File: config.mk
export PLATFORM = sky130hd
export DESIGN_NAME = rwsf_grp_unit
export DESIGN_NICKNAME = d
export VERILOG_FILES = /design/src/rtl/rwsf_pkg.sv /design/src/rtl/rwsf_grp_unit.sv
export SDC_FILE = /design/constraint.sdc
export NUM_CORES = 1
export LEC_CHECK = 0
export BUFFER_PORTS_ARGS = -buffer_cell sky130_fd_sc_hd__buf_4
export CAP_MARGIN = 0
export CORE_ASPECT_RATIO = 0.8
export CORE_UTILIZATION = 40
export CTS_BUF_LIST = sky130_fd_sc_hd__clkbuf_2 sky130_fd_sc_hd__clkbuf_4 sky130_fd_sc_hd__clkbuf_8
export CTS_CLUSTER_DIAMETER = 60
export DETAILED_ROUTE_END_ITERATION = 6
export PLACE_DENSITY_LB_ADDON = 0.15
export SYNTH_ARGS = -nofsm -noshare
export SYNTH_HDL_FRONTEND = slang
export SYNTH_SLANG_ARGS = --single-unit
File: constraint.sdc
create_clock -name clk -period 4.1 [get_ports clk]
set_clock_uncertainty 0.2 [all_clocks]
set_input_delay 1.23 -clock clk [delete_from_list [all_inputs] [get_ports clk]]
set_output_delay 1.23 -clock clk [all_outputs]
set_load 0.005 [all_outputs]
File: src/rtl/rwsf_pkg.sv
// Shared types and constants for the rank and weighted strata filter.
// No dependencies; imported by every module of the block.
`timescale 1ns / 1ps

package rwsf_pkg;

    localparam int DEPTH      = 1024;
    localparam int IDX_W      = 10;
    localparam int CNT_W      = 11;
    localparam int CONS_W     = 16;
    localparam int WGT_W      = 24;
    localparam int TOT_W      = 34;
    localparam int GRP_W      = 4;
    localparam int NG_W       = 5;
    localparam int CUMG_W     = 38;
    localparam int KEY_W      = CONS_W + IDX_W;
    localparam int MAX_GROUPS = 16;

    localparam logic OP_LOAD  = 1'b0;
    localparam logic OP_QUERY = 1'b1;

    localparam logic REG_NUM_GROUPS = 1'b0;
    localparam logic REG_STRATUM    = 1'b1;

    typedef enum logic [2:0] {
        ST_IDLE,
        ST_QOUT,
        ST_SCAN,
        ST_PASS_END,
        ST_GRP_WAIT
    } state_t;

    typedef struct packed {
        logic             done;
        logic [GRP_W-1:0] grp;
    } grp_res_t;

    function automatic logic [NG_W-1:0] eff_groups(input logic [NG_W-1:0] ng);
        logic [NG_W-1:0] g;
        if (ng == '0)
            g = NG_W'(1);
        else if (ng > NG_W'(MAX_GROUPS))
            g = NG_W'(MAX_GROUPS);
        else
            g = ng;
        return g;
    endfunction

endpackage

File: src/rtl/rwsf_grp_unit.sv
// Iterative group search: finds floor(cum*g/total) clamped to g-1 by
// stepping a threshold one multiple of total per cycle. Uses rwsf_pkg.
`timescale 1ns / 1ps

module rwsf_grp_unit
    import rwsf_pkg::*;
(
    input  logic              clk,
    input  logic              rst_n,
    input  logic              start,
    input  logic [CUMG_W-1:0] cumg,
    input  logic [TOT_W-1:0]  total,
    input  logic [GRP_W-1:0]  gm1,
    output grp_res_t          res
);

    logic              busy_reg, busy_next;
    logic [GRP_W-1:0]  k_reg, k_next;
    logic [CUMG_W-1:0] thr_reg, thr_next;
    logic [CUMG_W-1:0] cumg_reg, cumg_next;
    logic [TOT_W-1:0]  total_reg, total_next;
    logic [GRP_W-1:0]  gm1_reg, gm1_next;
    logic              step;

    assign step = (k_reg < gm1_reg) && (cumg_reg >= thr_reg);

    always_comb
    begin
        busy_next  = busy_reg;
        k_next     = k_reg;
        thr_next   = thr_reg;
        cumg_next  = cumg_reg;
        total_next = total_reg;
        gm1_next   = gm1_reg;
        if (start)
        begin
            busy_next  = 1'b1;
            k_next     = '0;
            thr_next   = CUMG_W'(total);
            cumg_next  = cumg;
            total_next = total;
            gm1_next   = gm1;
        end
        else if (busy_reg)
        begin
            if (step)
            begin
                k_next   = k_reg + GRP_W'(1);
                thr_next = thr_reg + CUMG_W'(total_reg);
            end
            else
                busy_next = 1'b0;
        end
    end

    always_ff @(posedge clk or negedge rst_n)
    begin
        if (!rst_n)
            busy_reg <= 1'b0;
        else
            busy_reg <= busy_next;
    end

    always_ff @(posedge clk)
    begin
        k_reg     <= k_next;
        thr_reg   <= thr_next;
        cumg_reg  <= cumg_next;
        total_reg <= total_next;
        gm1_reg   <= gm1_next;
    end

    assign res.done = busy_reg && !step;
    assign res.grp  = k_reg;

endmodule

### After elaboration in Yosys (flattened, before gate mapping)

Cells that the tools add are included.

| word-level totals | value |
|---|---|
| register bits after elaboration | 119 |
| bits of input ports | 79 |

| cells by class | value |
|---|---|
| add/sub/neg operators | 2 |
| magnitude comparators | 2 |
| multiplexer cells | 6 |
| reductions and logical operators | 7 |

Operator list:

| cell | number |
|---|---|
| 34-bit two-way mux | 3 |
| 38-bit by 34-bit adder with 38-bit output | 1 |
| 38-bit >= comparator | 1 |
| 4-bit by 1-bit adder with 4-bit output (second input constant) | 1 |
| 4-bit less-than comparator | 1 |
| 2-bit AND reduction | 2 |
| 2-bit nonzero test | 2 |
| 1-bit two-way mux | 3 |
| 1-bit logical AND | 2 |
| 1-bit logical NOT | 1 |

### Longest topological paths before layout

| logic depth | value |
|---|---|
| word-level depth | 5 |
| mapped depth | 10 |
| gate-level depth less buffers | 10 |

### Least setup slack after synthesis

Ideal clock, no wire load.

| path | value |
|---|---|
| path kind | register to register |
| start | register thr_reg[19] |
| end | register thr_reg[0], enable pin |
| slack | 0.784 ns |
| data arrival time | 2.719 ns |
| cell stages (with the launch flop) | 10 |
| clock period less this slack | 3.316 ns |
| path through | edfxtp_1 -> inv_1 -> ha_1 -> nand4_2 -> nor4_2 -> nand2_1 -> o211ai_2 -> a31oi_2 -> or3_1 -> nand2b_1 |

| on the way | value |
|---|---|
| cells in the longest elaborated chain, start to end | 4 |

Ends and longest elaborated chain:

| item | RTL line | text |
|---|---|---|
| from (decl) | rwsf_grp_unit.sv:19 | `logic [CUMG_W-1:0] thr_reg, thr_next;` |
| from (signal assigned) | rwsf_grp_unit.sv:67 | `thr_reg <= thr_next;` |
| 38-bit >= comparator | rwsf_grp_unit.sv:25 | `assign step = (k_reg < gm1_reg) && (cumg_reg >= thr_reg);` |
| 1-bit logical AND | rwsf_grp_unit.sv:25 |  |
| 2-bit nonzero test (no line) | -- |  |
| 2-bit AND reduction (no line) | -- |  |

Every way passes these cells.
A chain may end at the register's enable or synchronous reset.

==> results.ini <==
[clock_network]
numCtsBuffers=17
tritoncts=done
clock_insertion_delay_at_the_later_pin_of_the_skew_report_ns=0.44
cts_root_buf=sky130_fd_sc_hd__clkbuf_8
cts_hold_buf=0
worst_setup_hold_path_clk_slew_ns=0.07
ctsHtreeMaxLevel=4
clock_tree.buffer_depth=2
clkSinkCount=119

[global_routing]
groute.usage.overall=0.1795
first_global_vias=5150
grt_start_max_net_pins=73
antenna_found_initial=0
gr-total-overflow=0
first_pass_grt_wire_length_microns=24900

[pwr]
power.share.sequential=0.339
irDropWorstVdd_mv=0.2210
p_int_mw=3.179
power.density_cell_area_nw_per_um2=596.3
combPwrFrac=0.438
switching_share=0.3688
power_spent_charging_and_discharging_nets_mw=1.857
p_leak_nw=3.526
clock_power_share=0.223
post-layout-total-power_mw=5.036

[floorplanning]
ios=84
rows=43
core_area_sq_um=17270
fp.dieW_microns=150.4
start_util=0.4083
die_y_microns=120.8
design.die.area_sq_um=18170

[min_path]
hold_end=thr_reg[36]
holdCritStartpoint=thr_reg[36]
whs_path_cells=2
hold_path_class=flop to flop

[timing]
relative_slew_slack=0.5803
clock.fmax_mhz=248.4
final-max-slew-violation-count=0
timing.final.crit_share=0.9818
timing.final.crit_period_ns=4.025
hold_ws_ns=0.3187
tightest_slew_ns=0.6296
setup_violations=0
final-hold-violation-count=0

[route]
vias_per_cell=5.341
routedWlPerCell_microns=15.79
drt-pass1-iter-count=6
antenna_left=0
detail_route.wirelength_microns=15370
dr.first_iter.drc_count=373
detailroute.via_count=5197
remaining_drc_errors=0

[critical_path]
regToRegEndpoint=thr_reg[21]
r2r_cells=10
reg2reg_setup_slack_ns=0.66
worst-endpoint-required_ns=2.67
setup.worst_path.class=flop to output port
critical_path.max_fanout=3
setup_crit_end_kind=output port
timing.rr.start=cumg_reg[17]
start_kind=flop
critical_path_arrival_ns=2.60

[synthesis]
synth.net_count=803
synth_seq_area_share=0.4947
ys.flop_type=sky130_fd_sc_hd__edfxtp_1
syn_area_sq_um=7052
synth_edf_count=110
syn_area_per_cell_sq_um=10.90
synth.yosys.warnings=0
postSynth.asyncResetShare=0.008403
synthesized_netlist_cell_count=647
synth.lib_cells_used.distinct=65
register_bit_count_reported_by_yosys=119

[layout]
diodes=0
fillers=1553
layout.area.seq_sq_um=3488
area_growth_syn_to_layout_pct=19.77
layout_commonest_cell=sky130_fd_sc_hd__edfxtp_1
multiInputGateArea_sq_um=3364
mostFrequentLayoutCells=sky130_fd_sc_hd__edfxtp_1, sky130_fd_sc_hd__buf_4, sky130_fd_sc_hd__ha_1, sky130_fd_sc_hd__nand2_1, sky130_fd_sc_hd__inv_1
finalInstanceArea_sq_um=8446
layout.nets=892
layoutNonFillerInstCount=973
post_route_cells_drive_above_1_share=0.1858

[placed_design]
dpl.cell_count=938
portBuffers=83
detailed_place.area_sq_um=7929
place.gp.congestion=0.8689
place.detailed.hpwl_microns=11270

[flow_run]
max_capacitance_violation_count=0

[status]
outcome=complete, no violations

[synth_stat cells (6+ instances only)]
library cell               count  share of area
sky130_fd_sc_hd__edfxtp_1    110           0.47
sky130_fd_sc_hd__or3_1         6         0.0053
sky130_fd_sc_hd__o21ai_1      24          0.017
sky130_fd_sc_hd__nor2_1       21          0.011
sky130_fd_sc_hd__o21bai_1      6         0.0064
sky130_fd_sc_hd__o21a_1        7         0.0075
sky130_fd_sc_hd__xnor2_1      18          0.022
sky130_fd_sc_hd__clkbuf_1     20          0.011
sky130_fd_sc_hd__ha_1         76           0.13
sky130_fd_sc_hd__o211ai_1      7         0.0075
sky130_fd_sc_hd__xor2_1       13          0.016
sky130_fd_sc_hd__nand2_1      68          0.036
sky130_fd_sc_hd__a21oi_1      49          0.035
sky130_fd_sc_hd__a21o_1       14          0.015
sky130_fd_sc_hd__inv_1        54          0.029
sky130_fd_sc_hd__o21ai_0      32          0.023
sky130_fd_sc_hd__a31oi_1       6         0.0053
sky130_fd_sc_hd__nand3_1       9         0.0064
sky130_fd_sc_hd__nand2b_1      9         0.0080
sky130_fd_sc_hd__dfxtp_1       8          0.023
sky130_fd_sc_hd__nand4_1       8         0.0071
[final cells by class]
cell class,count,share of cell area
Multi-Input combinational cell,454,0.3984
Inverter,54,0.02400
Sequential cell,119,0.4130
Clock buffer,19,0.02948
Timing Repair Buffer,90,0.08296
Tap cell,225,0.03333
Clock inverter,12,0.01881
[worst max-delay path by stage]
stage                       from    endpoint
finish              cumg_reg[17]      res[4]
global route         thr_reg[14]      res[4]
CTS                  thr_reg[17]      res[4]
detailed placement   thr_reg[21]      res[4]
global placement     thr_reg[21]      res[4]
floorplan            thr_reg[19]  thr_reg[0]
[through the flow]
stage               setup WS [ns]  TNS (ns)  utilization
floorplan                  0.7841         0            -
global placement           0.4287         0       0.4591
detailed placement         0.4083         0       0.4591
CTS                       0.02517         0       0.4841
global route             -0.02509  -0.02509       0.4890
finish                    0.07479         0       0.4890
[per-layer routing]
metal,up-vias,part of all wire,GRT usage
met5,-,0,0
met4,0,0.012,0.06187
met3,12,0.052,0.04189
met2,133,0.45,0.2751
met1,2464,0.49,0.2472
li1,2588,-,-
[worst max-delay path, cell delays in order (launching register included)]
cell and delay, ns:
sky130_fd_sc_hd__edfxtp_1 0.43, sky130_fd_sc_hd__ha_4 0.31, sky130_fd_sc_hd__nand4_4 0.13, sky130_fd_sc_hd__nor4_4 0.30
sky130_fd_sc_hd__nand2_1 0.10, sky130_fd_sc_hd__o211ai_2 0.26, sky130_fd_sc_hd__a31oi_4 0.14, sky130_fd_sc_hd__o31a_2 0.34
sky130_fd_sc_hd__buf_4 0.13
[kinds of logic after synthesis]
logic type               after synthesis  synth area share
AO/OA/AOI/OAI                        187            0.1696
AND/OR/NAND/NOR                      154            0.1123
flip-flops                           119            0.4947
adder cells (fa/ha/maj)               77            0.1377
buffers and inverters                 74           0.03939
XOR/XNOR                              31           0.03850
multiplexers                           5          0.007807
[power by group through the flow]
stage,Clock (mW),Combinational (mW),Sequential (mW)
2_1_floorplan,0,1.58,1.69
4_1_cts,1.16,2.13,1.71
6_report,1.12,2.20,1.71
3_3_place_gp,0,2.08,1.72
5_1_grt,1.20,2.47,1.73
3_5_place_dp,0,2.10,1.73
[what timing repair did]
| action | CTS | global route |
|---|---|---|
| setup buffers | 2 | 2 |
| gates cloned | 0 | 0 |
| resized for setup | 1 | 7 |
| endpoints found under the setup margin | 1 | 1 |
| pin swaps | 3 | 4 |
(Power assumes the default switching activity.)
